### config.mk
export PLATFORM = sky130hd
export DESIGN_NAME = led_matrix_column_scan_flat
export DESIGN_NICKNAME = d
export VERILOG_FILES = /design/src/sv/lmcs_pkg.sv /design/src/sv/lmcs_req_if.sv /design/src/sv/lmcs_rsp_if.sv /design/src/sv/lmcs_frame_store.sv /design/src/sv/lmcs_rsp_reg.sv /design/src/sv/led_matrix_column_scan.sv /design/src/flat_wrapper.sv
export SDC_FILE = /design/constraint.sdc
export NUM_CORES = 2
export LEC_CHECK = 0
export ABC_CLOCK_PERIOD_IN_PS = 4400
export BUFFER_PORTS_ARGS = -buffer_cell sky130_fd_sc_hd__buf_2
export CAP_MARGIN = 15
export CORE_ASPECT_RATIO = 0.75
export CORE_MARGIN = 5
export CORE_UTILIZATION = 55
export CTS_CLUSTER_DIAMETER = 40
export DETAILED_ROUTE_END_ITERATION = 10
export PLACE_DENSITY = 0.74
export SYNTH_ARGS = -nofsm -noshare
export SYNTH_HDL_FRONTEND = slang
export SYNTH_SLANG_ARGS = --single-unit
### constraint.sdc
create_clock -name clock -period 4.4 [get_ports clock]
set_clock_uncertainty 0.15 [all_clocks]
set_input_delay 0.22 -clock clock [delete_from_list [all_inputs] [get_ports clock]]
set_output_delay 0.22 -clock clock [all_outputs]
set_load 0.05 [all_outputs]
### src/sv/lmcs_pkg.sv
// Shared constants, codes and types of the LED matrix column scanner.
package lmcs_pkg;

   localparam int COLUMNS = 20;
   localparam int ROWS    = 20;

   localparam int COL_W  = (COLUMNS > 1) ? $clog2(COLUMNS) : 1;
   localparam int ROW_W  = (ROWS > 1) ? $clog2(ROWS) : 1;
   localparam int WORD_W = 40;
   localparam int CLIP_W = 5;
   localparam int COORD_W = 16;
   localparam int COLOUR_W = 16;
   localparam int SHOWN_W = 5;
   localparam int CSR_INDEX_W = 1;

   localparam logic [COLOUR_W-1:0] LIGHT_THRESHOLD = 16'h008F;
   localparam logic [CLIP_W-1:0]   CLIP_RESET      = CLIP_W'(20);

   localparam logic [WORD_W-1:0] ROW_MASK    = (WORD_W'(1) << ROWS) - WORD_W'(1);
   localparam logic [WORD_W-1:0] SELECT_MASK = ~ROW_MASK;

   typedef enum logic [1:0] {
      KIND_PIXEL = 2'd0,
      KIND_TICK  = 2'd1,
      KIND_BLANK = 2'd2
   } kind_type;

   typedef enum logic [CSR_INDEX_W-1:0] {
      CSR_CLIP_WIDTH  = 1'b0,
      CSR_CLIP_HEIGHT = 1'b1
   } csr_index_type;

   typedef struct packed {
      logic             wr_en;
      logic [COL_W-1:0] wr_col;
      logic [ROW_W-1:0] wr_row;
      logic             wr_set;
      logic             tick;
   } store_ctrl_type;

   typedef struct packed {
      logic [COL_W-1:0] column;
      logic [ROWS-1:0]  rows;
   } store_status_type;

endpackage

### src/sv/lmcs_req_if.sv
// Request channel: pixel writes, scan ticks and blank requests.
interface lmcs_req_if import lmcs_pkg::*; ();
   logic                       valid;
   logic                       ready;
   logic [1:0]                 kind;
   logic signed [COORD_W-1:0]  pixel_x;
   logic signed [COORD_W-1:0]  pixel_y;
   logic [COLOUR_W-1:0]        colour;

   modport source (output valid, kind, pixel_x, pixel_y, colour, input ready);
   modport sink   (input valid, kind, pixel_x, pixel_y, colour, output ready);
endinterface

### src/sv/lmcs_rsp_if.sv
// Result channel: latch words for the column drivers.
interface lmcs_rsp_if import lmcs_pkg::*; ();
   logic               valid;
   logic               ready;
   logic [WORD_W-1:0]  latch_word;
   logic [SHOWN_W-1:0] column_shown;

   modport source (output valid, latch_word, column_shown, input ready);
   modport sink   (input valid, latch_word, column_shown, output ready);
endinterface

### src/sv/lmcs_frame_store.sv
// Double-buffered pixel stores and the scan column counter.
module lmcs_frame_store import lmcs_pkg::*; (
   input  logic             clock,
   input  logic             reset,
   input  store_ctrl_type   ctrl,
   output store_status_type status
);

   logic [ROWS-1:0]  drawing_ff [COLUMNS];
   logic [ROWS-1:0]  drawing_in [COLUMNS];
   logic [ROWS-1:0]  shown_ff   [COLUMNS];
   logic [ROWS-1:0]  shown_in   [COLUMNS];
   logic [COL_W-1:0] column_ff;
   logic [COL_W-1:0] column_in;
   logic             last_col;

   assign last_col = (column_ff == COL_W'(COLUMNS - 1));

   always_comb begin
      drawing_in = drawing_ff;
      shown_in   = shown_ff;
      column_in  = column_ff;
      if (ctrl.wr_en) begin
         drawing_in[ctrl.wr_col][ctrl.wr_row] = ctrl.wr_set;
      end
      if (ctrl.tick) begin
         if (last_col) begin
            column_in = '0;
            // swap happens on the tick only, so a pixel write never shares this cycle
            shown_in  = drawing_ff;
         end else begin
            column_in = column_ff + COL_W'(1);
         end
      end
   end

   always_ff @(posedge clock) begin
      if (reset) begin
         column_ff <= '0;
         for (int c = 0; c < COLUMNS; c++) begin
            drawing_ff[c] <= '0;
            shown_ff[c]   <= '0;
         end
      end else begin
         column_ff  <= column_in;
         drawing_ff <= drawing_in;
         shown_ff   <= shown_in;
      end
   end

   assign status.column = column_ff;
   assign status.rows   = shown_ff[column_ff];

endmodule

### src/sv/lmcs_rsp_reg.sv
// Result register in front of the result channel.
module lmcs_rsp_reg import lmcs_pkg::*; (
   input  logic               clock,
   input  logic               reset,
   input  logic               load,
   input  logic [WORD_W-1:0]  word,
   input  logic [SHOWN_W-1:0] shown,
   output logic               can_load,
   lmcs_rsp_if.source         rsp_stream
);

   logic               valid_ff;
   logic               valid_in;
   logic [WORD_W-1:0]  word_ff;
   logic [SHOWN_W-1:0] shown_ff;

   assign can_load = !valid_ff || rsp_stream.ready;

   always_comb begin
      valid_in = valid_ff;
      if (load) begin
         valid_in = 1'b1;
      end else if (rsp_stream.ready) begin
         valid_in = 1'b0;
      end
   end

   always_ff @(posedge clock) begin
      if (reset) begin
         valid_ff <= 1'b0;
      end else begin
         valid_ff <= valid_in;
      end
   end

   always_ff @(posedge clock) begin
      if (load) begin
         word_ff  <= word;
         shown_ff <= shown;
      end
   end

   assign rsp_stream.valid        = valid_ff;
   assign rsp_stream.latch_word   = word_ff;
   assign rsp_stream.column_shown = shown_ff;

endmodule

### src/sv/led_matrix_column_scan.sv
// Path: a request is captured in the request register, then its latch word is loaded into the result register.
// Throughput: one request per cycle while the result channel takes words as they come;
//   the rate is set by the single request register feeding the result register.
// A stalled result holds one request in the request register; a second waits upstream.
// Reset (synchronous) clears both pixel stores, the scan column and the channels;
//   the clip registers return to 20.
module led_matrix_column_scan import lmcs_pkg::*; (
   input  logic                   clock,
   input  logic                   reset,
   input  logic                   csr_write_en,
   input  logic [CSR_INDEX_W-1:0] csr_index,
   input  logic [CLIP_W-1:0]      csr_write_data,
   lmcs_req_if.sink               req_stream,
   lmcs_rsp_if.source             rsp_stream
);

   logic [CLIP_W-1:0] clip_width_ff;
   logic [CLIP_W-1:0] clip_height_ff;

   logic                      s1_valid_ff;
   logic                      s1_valid_in;
   logic [1:0]                kind_ff;
   logic signed [COORD_W-1:0] pixel_x_ff;
   logic signed [COORD_W-1:0] pixel_y_ff;
   logic [COLOUR_W-1:0]       colour_ff;

   logic             req_accept;
   logic             emits;
   logic             advance;
   logic             can_load;
   logic             in_window;
   logic [COORD_W-2:0] x_mag;
   logic [COORD_W-2:0] y_mag;
   logic [5:0]       sel_shift;
   logic [WORD_W-1:0]  word;
   logic [SHOWN_W-1:0] shown;
   store_ctrl_type   store_ctrl;
   store_status_type store_status;

   // configuration
   always_ff @(posedge clock) begin
      if (reset) begin
         clip_width_ff  <= CLIP_RESET;
         clip_height_ff <= CLIP_RESET;
      end else if (csr_write_en) begin
         case (csr_index_type'(csr_index))
            CSR_CLIP_WIDTH:  clip_width_ff  <= csr_write_data;
            CSR_CLIP_HEIGHT: clip_height_ff <= csr_write_data;
            default: ;
         endcase
      end
   end

   // request register
   always_comb begin
      case (kind_type'(kind_ff))
         KIND_TICK:  emits = 1'b1;
         KIND_BLANK: emits = 1'b1;
         default:    emits = 1'b0;
      endcase
   end

   assign advance          = s1_valid_ff && (!emits || can_load);
   assign req_stream.ready = !s1_valid_ff || advance;
   assign req_accept       = req_stream.valid && req_stream.ready;

   always_comb begin
      s1_valid_in = s1_valid_ff;
      if (req_accept) begin
         s1_valid_in = 1'b1;
      end else if (advance) begin
         s1_valid_in = 1'b0;
      end
   end

   always_ff @(posedge clock) begin
      if (reset) begin
         s1_valid_ff <= 1'b0;
      end else begin
         s1_valid_ff <= s1_valid_in;
      end
   end

   always_ff @(posedge clock) begin
      if (req_accept) begin
         kind_ff    <= req_stream.kind;
         pixel_x_ff <= req_stream.pixel_x;
         pixel_y_ff <= req_stream.pixel_y;
         colour_ff  <= req_stream.colour;
      end
   end

   // pixel clipping: negative coordinates have the sign bit set
   assign x_mag = pixel_x_ff[COORD_W-2:0];
   assign y_mag = pixel_y_ff[COORD_W-2:0];
   assign in_window = !pixel_x_ff[COORD_W-1] && !pixel_y_ff[COORD_W-1]
                    && (x_mag < (COORD_W-1)'(clip_width_ff))
                    && (y_mag < (COORD_W-1)'(clip_height_ff))
                    && (x_mag < (COORD_W-1)'(COLUMNS))
                    && (y_mag < (COORD_W-1)'(ROWS));

   always_comb begin
      store_ctrl.wr_en  = advance && (kind_type'(kind_ff) == KIND_PIXEL) && in_window;
      store_ctrl.wr_col = x_mag[COL_W-1:0];
      store_ctrl.wr_row = y_mag[ROW_W-1:0];
      store_ctrl.wr_set = (colour_ff >= LIGHT_THRESHOLD);
      store_ctrl.tick   = advance && (kind_type'(kind_ff) == KIND_TICK);
   end

   lmcs_frame_store u_store (
      .clock  (clock),
      .reset  (reset),
      .ctrl   (store_ctrl),
      .status (store_status)
   );

   // latch word: column 0 selects bit 39, active low
   assign sel_shift = 6'(WORD_W - 1) - 6'(store_status.column);

   always_comb begin
      if (kind_type'(kind_ff) == KIND_TICK) begin
         word  = (SELECT_MASK & ~(WORD_W'(1) << sel_shift))
               | WORD_W'(store_status.rows);
         shown = SHOWN_W'(store_status.column);
      end else begin
         word  = SELECT_MASK;
         shown = '0;
      end
   end

   lmcs_rsp_reg u_rsp (
      .clock      (clock),
      .reset      (reset),
      .load       (advance && emits),
      .word       (word),
      .shown      (shown),
      .can_load   (can_load),
      .rsp_stream (rsp_stream)
   );

`ifndef SYNTHESIS
   a_col_wrap: assert property (@(posedge clock) disable iff (reset)
      (store_ctrl.tick && store_status.column == COL_W'(COLUMNS - 1))
      |=> (store_status.column == '0))
      else $error("scan column did not wrap after the last column");

   a_col_step: assert property (@(posedge clock) disable iff (reset)
      (store_ctrl.tick && store_status.column != COL_W'(COLUMNS - 1))
      |=> (store_status.column == COL_W'($past(store_status.column) + COL_W'(1))))
      else $error("scan column did not advance by one");

   a_s1_hold: assert property (@(posedge clock) disable iff (reset)
      (s1_valid_ff && !advance)
      |=> (s1_valid_ff && $stable(kind_ff) && $stable(pixel_x_ff)))
      else $error("stalled request was lost or changed");

   a_result_out: assert property (@(posedge clock) disable iff (reset)
      (advance && emits) |=> rsp_stream.valid)
      else $error("emitting request gave no result");
`endif

endmodule
### src/flat_wrapper.sv
// flat-port wrapper written by rule: the top's interface ports become plain ports
module led_matrix_column_scan_flat import lmcs_pkg::*;
  (clock, reset, csr_write_en, csr_index, csr_write_data, req_stream_valid, req_stream_kind, req_stream_pixel_x, req_stream_pixel_y, req_stream_colour, req_stream_ready, rsp_stream_valid, rsp_stream_latch_word, rsp_stream_column_shown, rsp_stream_ready);
  lmcs_req_if req_stream_i ();
  lmcs_rsp_if rsp_stream_i ();
  input  logic clock;
  input  logic reset;
  input  logic csr_write_en;
  input  logic [CSR_INDEX_W-1:0] csr_index;
  input  logic [CLIP_W-1:0] csr_write_data;
  input wire logic [$bits(req_stream_i.valid)-1:0] req_stream_valid;
  input wire logic [$bits(req_stream_i.kind)-1:0] req_stream_kind;
  input wire logic [$bits(req_stream_i.pixel_x)-1:0] req_stream_pixel_x;
  input wire logic [$bits(req_stream_i.pixel_y)-1:0] req_stream_pixel_y;
  input wire logic [$bits(req_stream_i.colour)-1:0] req_stream_colour;
  output wire logic [$bits(req_stream_i.ready)-1:0] req_stream_ready;
  output wire logic [$bits(rsp_stream_i.valid)-1:0] rsp_stream_valid;
  output wire logic [$bits(rsp_stream_i.latch_word)-1:0] rsp_stream_latch_word;
  output wire logic [$bits(rsp_stream_i.column_shown)-1:0] rsp_stream_column_shown;
  input wire logic [$bits(rsp_stream_i.ready)-1:0] rsp_stream_ready;
  assign req_stream_i.valid = req_stream_valid;
  assign req_stream_i.kind = req_stream_kind;
  assign req_stream_i.pixel_x = req_stream_pixel_x;
  assign req_stream_i.pixel_y = req_stream_pixel_y;
  assign req_stream_i.colour = req_stream_colour;
  assign req_stream_ready = req_stream_i.ready;
  assign rsp_stream_valid = rsp_stream_i.valid;
  assign rsp_stream_latch_word = rsp_stream_i.latch_word;
  assign rsp_stream_column_shown = rsp_stream_i.column_shown;
  assign rsp_stream_i.ready = rsp_stream_ready;
  led_matrix_column_scan u_core (.clock(clock), .reset(reset), .csr_write_en(csr_write_en), .csr_index(csr_index), .csr_write_data(csr_write_data), .req_stream(req_stream_i), .rsp_stream(rsp_stream_i));
endmodule
* Word level (Yosys, flattened, before mapping)
Cells that the tools add are included.
** Storage, ports and cells
- Register bits :: 912
- Output and inout port bits :: 47
- Bits of input ports :: 61
- Logic and storage cells :: 114
** Cells by class
- Multiplexer cells :: 14
- Add/subtract/negate cells :: 2
- Bitwise gates (word level) :: 5
- Reductions and logical operators :: 28
- Equality and inequality tests :: 3
- $lt $le $gt $ge :: 10
- Shifts and indexed selects :: 1
** Operators by type and width (number)
- $bwmux W400 :: 1
- $bmux W20 S5 :: 1
- $demux W20 S5 :: 1
- $mux W20 :: 3
- $not A40 Y40 :: 1
- $or A40 B20 Y40 :: 1
- $shl A1 B6 Y40 const A :: 1
- $lt A15 B5 Y1 :: 2
- $lt A15 B5 Y1 const B :: 2
- $ge A16 B8 Y1 const B :: 1
- $logic_and A1 B1 Y1 :: 13
- $ge A6 B6 Y1 const B :: 2
- $not A5 Y6 :: 2
- $lt A5 B6 Y1 const B :: 1
- $lt A6 B1 Y1 const B :: 1
- $mux W1 :: 6
- $reduce_and A2 Y1 :: 3
- $sub A6 B5 Y6 const A :: 1
- $add A5 B1 Y5 const B :: 1
- $demux W1 S5 :: 1
- $eq A5 B5 Y1 const B :: 1
- $ge A5 B1 Y1 const B :: 1
- $logic_not A1 Y1 :: 5
- $mux W5 :: 1
- other kinds (7) :: 10

* Depth between registers and ports, before layout
- Word-level depth :: 9
- Depth in mapped cells :: 10
- Depth with buffers taken out :: 7

* Modules after synthesis
A second synthesis with hierarchy kept.
** Unflattened totals
- Cell total of the unflattened synthesis :: 4302
- Area total of the unflattened synthesis :: 36956.7 sq um
** By module, submodules not included
- lmcs_frame_store :: sequential area each 16115.5 sq um, instances 1, cells each 4042, area each 32904.1 sq um
- led_matrix_column_scan :: sequential area each 1721.7 sq um, instances 1, cells each 211, area each 2655.0 sq um
- lmcs_rsp_reg :: sequential area each 1371.3 sq um, instances 1, cells each 49, area each 1397.6 sq um

* Worst setup path after synthesis
Ideal clock, no wire load.
- Kind :: flip-flop to flip-flop
- From :: register u_core.kind_ff[0]
- To :: register u_core.colour_ff[0], enable pin
- Path slack :: 270 ps
- Setup time :: 488 ps
- Stages on the path, launching flop included :: 4
- Buffers on the path :: 0
- Data arrival time :: 3492 ps
- Cells stage by stage :: edfxtp_1 inv_1 ha_1 a31oi_1
** Between the ends
- Cells in the longest elaborated chain, start to end :: 8
- Elaborated cells between the ends (all ways) :: 9
** RTL lines
- start: declaration :: line led_matrix_column_scan.sv:22 : logic [1:0] kind_ff;
- start signal: assignment :: line led_matrix_column_scan.sv:86 : kind_ff <= req_stream.kind;
- $eq A2 B2 Y1 or $eq A2 B1 Y1 (tied branches) :: line led_matrix_column_scan.sv:56 : case (kind_type'(kind_ff))
- $reduce_or A2 Y1 (no line) (*)
- $mux W1 (*) :: line led_matrix_column_scan.sv:56
- $logic_not A1 Y1 (*) :: line led_matrix_column_scan.sv:63 : assign advance = s1_valid_ff && (!emits || can_load);
- $logic_or A1 B1 Y1 (*) :: line led_matrix_column_scan.sv:63
- $logic_and A1 B1 Y1 (*) :: line led_matrix_column_scan.sv:63
- $logic_or A1 B1 Y1 (*) :: line led_matrix_column_scan.sv:64 : assign req_stream.ready = !s1_valid_ff || advance;
- $logic_and A1 B1 Y1 (*) :: line led_matrix_column_scan.sv:65 : assign req_accept = req_stream.valid && req_stream.ready;
- net u_core.req_accept :: line led_matrix_column_scan.sv:27 : logic req_accept;
- end signal: assignment :: line led_matrix_column_scan.sv:89 : colour_ff <= req_stream.colour;
- end: declaration :: line led_matrix_column_scan.sv:25 : logic [COLOUR_W-1:0] colour_ff;
Mark *: on every way through the listed nets, which the timed path passes. The rest lies on a longest branch.
A chain may end at the register's enable or synchronous reset.

* Worst setup path after layout
- From :: register u_core.pixel_y_ff[4]
- To :: register u_core.u_store.drawing_ff[398] in the netlist's numbering
** Between the ends
- Cells in the longest elaborated chain, start to end :: 7
- Elaborated cells between the ends (all ways) :: 14
** RTL lines
- start: declaration :: line led_matrix_column_scan.sv:24 : logic signed [COORD_W-1:0] pixel_y_ff;
- start signal: assignment :: line led_matrix_column_scan.sv:88 : pixel_y_ff <= req_stream.pixel_y;
- $lt A5 B6 Y1 (implied by the code) or $ge A5 B1 Y1 (tied branches) :: line lmcs_frame_store.sv:24 : drawing_in[ctrl.wr_col][ctrl.wr_row] = ctrl.wr_set;
- $logic_and A1 B1 Y1 (implied by the code) :: line lmcs_frame_store.sv:24
- $mux W1 (implied by the code) :: line lmcs_frame_store.sv:24
- $demux W1 S5 :: line lmcs_frame_store.sv:24
- $mux W20 (implied by the code) :: line lmcs_frame_store.sv:24
- $demux W20 S5 :: line lmcs_frame_store.sv:24
- $bwmux W400 :: line lmcs_frame_store.sv:24
- end signal: assignment :: line lmcs_frame_store.sv:46 : drawing_ff <= drawing_in;
- end: declaration :: line lmcs_frame_store.sv:9 : logic [ROWS-1:0] drawing_ff [COLUMNS];
Several ways; a longest one is shown, not always the timed one.

==> results.cfg <==
[cells_and_area]
layout_commonest_cell = nand2_1
syn_to_final_growth_pct = 14.06
layout-drive-gt1-share_pct = 11.70
final_cell_mix = nand2_1 (856), dfxtp_1 (815), mux2i_1 (462)
utilization_pct = 63.51
n_antenna_cell = 0
nNetsFinal = 4229
fin_area_sq_um = 44720
n_fill_cell = 5596
multi_input_area_sq_um = 18540
regArea_sq_um = 19220
layout.cells.non_filler = 5184

[synth]
synth.avg_cell_area_sq_um = 9.308
synth_cells = 4212
ys_seq_area_share_pct = 48.99
netlist_area_sq_um = 39210
ys_top_cells_by_area = dfxtp_1 (42%), mux2i_1 (12%), nand2_1 (8.2%), edfxtp_1 (7.3%), nand2b_1 (6.4%)
synthArstFlopShare_pct = 0
yosys.cell_types.count = 38
synth_ff_type = dfxtp_1
synth_top_area_share_pct = 41.72
ys_ff_latch = 912
synth_edf_count = 95
syn-num-nets = 4290
ys_warn_count = 0
synth_area_leader_cell = dfxtp_1

[setup_path]
worst_path_largest_cell_delay_ns = 0.56
critPathKind = reg -> reg
start_kind = register
path_common_cell = nand4_1
slowest_stage = buf_4
end_kind = register
worst_ep_required_time_ns = 4.78
path_buf_inv = 2
worstPathArrival_ns = 3.79
crit_chain = ha_1 -> a211oi_1 -> nand4_1 -> a2111oi_4 -> buf_12 -> buf_4 -> nand4_1 -> mux2i_1
crit_fanout = 52
crit_family = buffers and inverters

[pwr]
ir_worst_vdd_uv = 356.0
leakage_nw = 17.03
cellPowerDensity_nw_per_um2 = 404.6

[floorplanning]
fp.dieArea_sq_um = 76780
die_y_um = 241.2
core_area_sq_um = 70420
die_x_um = 318.3
start_util_pct = 55.68
ios = 108
row_count = 84

[placement]
dpl.hpwl_mm = 58.67
dpl_cell_area_sq_um = 40420
routabilityCongestion = 0.7940
dp.cells = 4919
numPortBuffers = 107

[status]
status = completed

[sta]
fmax_ghz = 0.2925
grt_setup_unrepaired = false
report.final.setup_viol = 0
holdWs_ns = 0.09552
setup_tns_ns = 0
drv_slew = 0
post-route-period-util_pct = 77.70
finalCriticalPeriod_ns = 3.419
relSlewSlack_pct = 17.08
hold_viol = 0
worst_slew_pin_slew_ns = 1.241

[global_routing]
antenna_found_initial = 3
grt_start_max_net_pins = 247
grt_pass1_wl_mm = 171.7
grt_pass1_vias = 29977
grt.total_usage_pct = 27.54
grt.overflow.total = 0

[clocking]
path_clk_slew_ns = 0.07
cts_setup_buffers = 0
ctsLongestPathBuffers = 3
cts_buffers = 102
cts-root-buf = clkbuf_16
cts_resized = 0
htreeDepth = 3
hold_buffers = 72
cts_sinks = 912
cts_tree = done
insertion_delay_ns = 0.68

[run]
cap_violations = 0

[route]
drtIter0Drc = 3765
wl_met2_mm = 47.90
wl_met1_mm = 48.12
wl_per_cell_um = 21.06
dr.pass1.iters = 6
vias = 31408
drtAntennaViolNets = 0
drcViolationCount = 0
wl_met3_mm = 9.672
highest_layer = met4
routed_wl_mm = 109.2
viasPerCell = 6.059

[worst_hold_path]
holdCritPathClass = in -> reg
[path summary, 6_finish.rpt]
kind | from | endpoint | slack, ns | depth (start not counted)
hold / removal | req_stream_pixel_y[4] | u_core.pixel_y_ff[4]$_DFFE_PP_ | 0.1 | 2
hold reg to reg | u_core.u_store.drawing_ff[146]$_SDFFE_PP0P_ | u_core.u_store.shown_ff[146]$_SDFFE_PP0P_ | 0.30 | 2
setup reg to reg | u_core.pixel_y_ff[4]$_DFFE_PP_ | u_core.u_store.drawing_ff[398]$_SDFFE_PP0P_ | 0.98 | 8
setup / recovery | u_core.pixel_y_ff[4]$_DFFE_PP_ | u_core.u_store.drawing_ff[398]$_SDFFE_PP0P_ | 0.98 | 8
[cell usage after synthesis (all sizes together) (3+ instances only)]
| library cell | number |
|---|---|
| nand2 | 857 |
| dfxtp | 817 |
| mux2i | 462 |
| a21oi | 410 |
| nand2b | 403 |
| nand4 | 363 |
| clkbuf | 346 |
| edfxtp | 95 |
| mux4 | 80 |
| buf | 73 |
| nor2 | 57 |
| nand3 | 47 |
| o211ai | 40 |
| nor3 | 30 |
| and2 | 26 |
| a22oi | 20 |
| inv | 18 |
| ha | 17 |
| nor4 | 10 |
| nand3b | 6 |
| a211o | 5 |
| nor2b | 4 |
| o21ai | 4 |
| a211oi | 3 |
| or2 | 3 |
| or3b | 3 |
[state kept, by name, indices dropped and copies added, names as in the netlist]
signal and cells:
u_core.u_store.drawing_ff 400, u_core.u_store.shown_ff 400, u_core.u_rsp.rsp_stream.latch_word 40, u_core.colour_ff 16
u_core.pixel_x_ff 16, u_core.pixel_y_ff 16, u_core.clip_height_ff 5, u_core.clip_width_ff 5
u_core.u_rsp.rsp_stream.column_shown 5, u_core.u_store.column_ff 5, u_core.kind_ff 2, u_core.s1_valid_ff 1
u_core.u_rsp.rsp_stream.valid 1
[cell families after synthesis]
kind of cell / count (synthesis) / share of synthesized area, %
buffers and inverters: 437 / 4.369
xor gates and xnor gates: 2 / 0.04469
adders and majority gates: 17 / 0.5425
AOI/OAI and AO/OA: 487 / 6.724
muxes: 542 / 16.39
and+or+nand+nor: 1815 / 22.93
DFF: 912 / 48.99
[final cells by class]
type,instances,share of cell area [%]
Tap cell,946,2.647
Clock inverter,78,1.919
Inverter,18,0.1511
Sequential cell,912,42.97
Timing Repair Buffer,254,4.874
Multi-Input combinational cell,2863,41.45
Clock buffer,113,5.985
[where the power goes]
group | switching [W] | total (W) | internal [W]
combinational | 0.000523 | 0.000759 | 0.000236
sequential | 0.0000343 | 0.00847 | 0.00844
clock | 0.00377 | 0.00886 | 0.00509
[metal layers]
layer  vias to the layer above  GRT usage (%)
met5                         -              0
met4                         0          9.234
met3                       231          5.838
met2                      1310          42.29
met1                     15350          39.27
li1                      14517              -
[per-stage QoR]
step	worst slack (ns)	total power (W)
6_report	0.9813	0.01810
5_1_grt	0.8754	0.01857
4_1_cts	1.024	0.01812
3_5_place_dp	1.062	0.009336
3_3_place_gp	1.085	0.009338
2_1_floorplan	0.2702	0.009091
No activity file was read; power rests on OpenSTA's default activity.
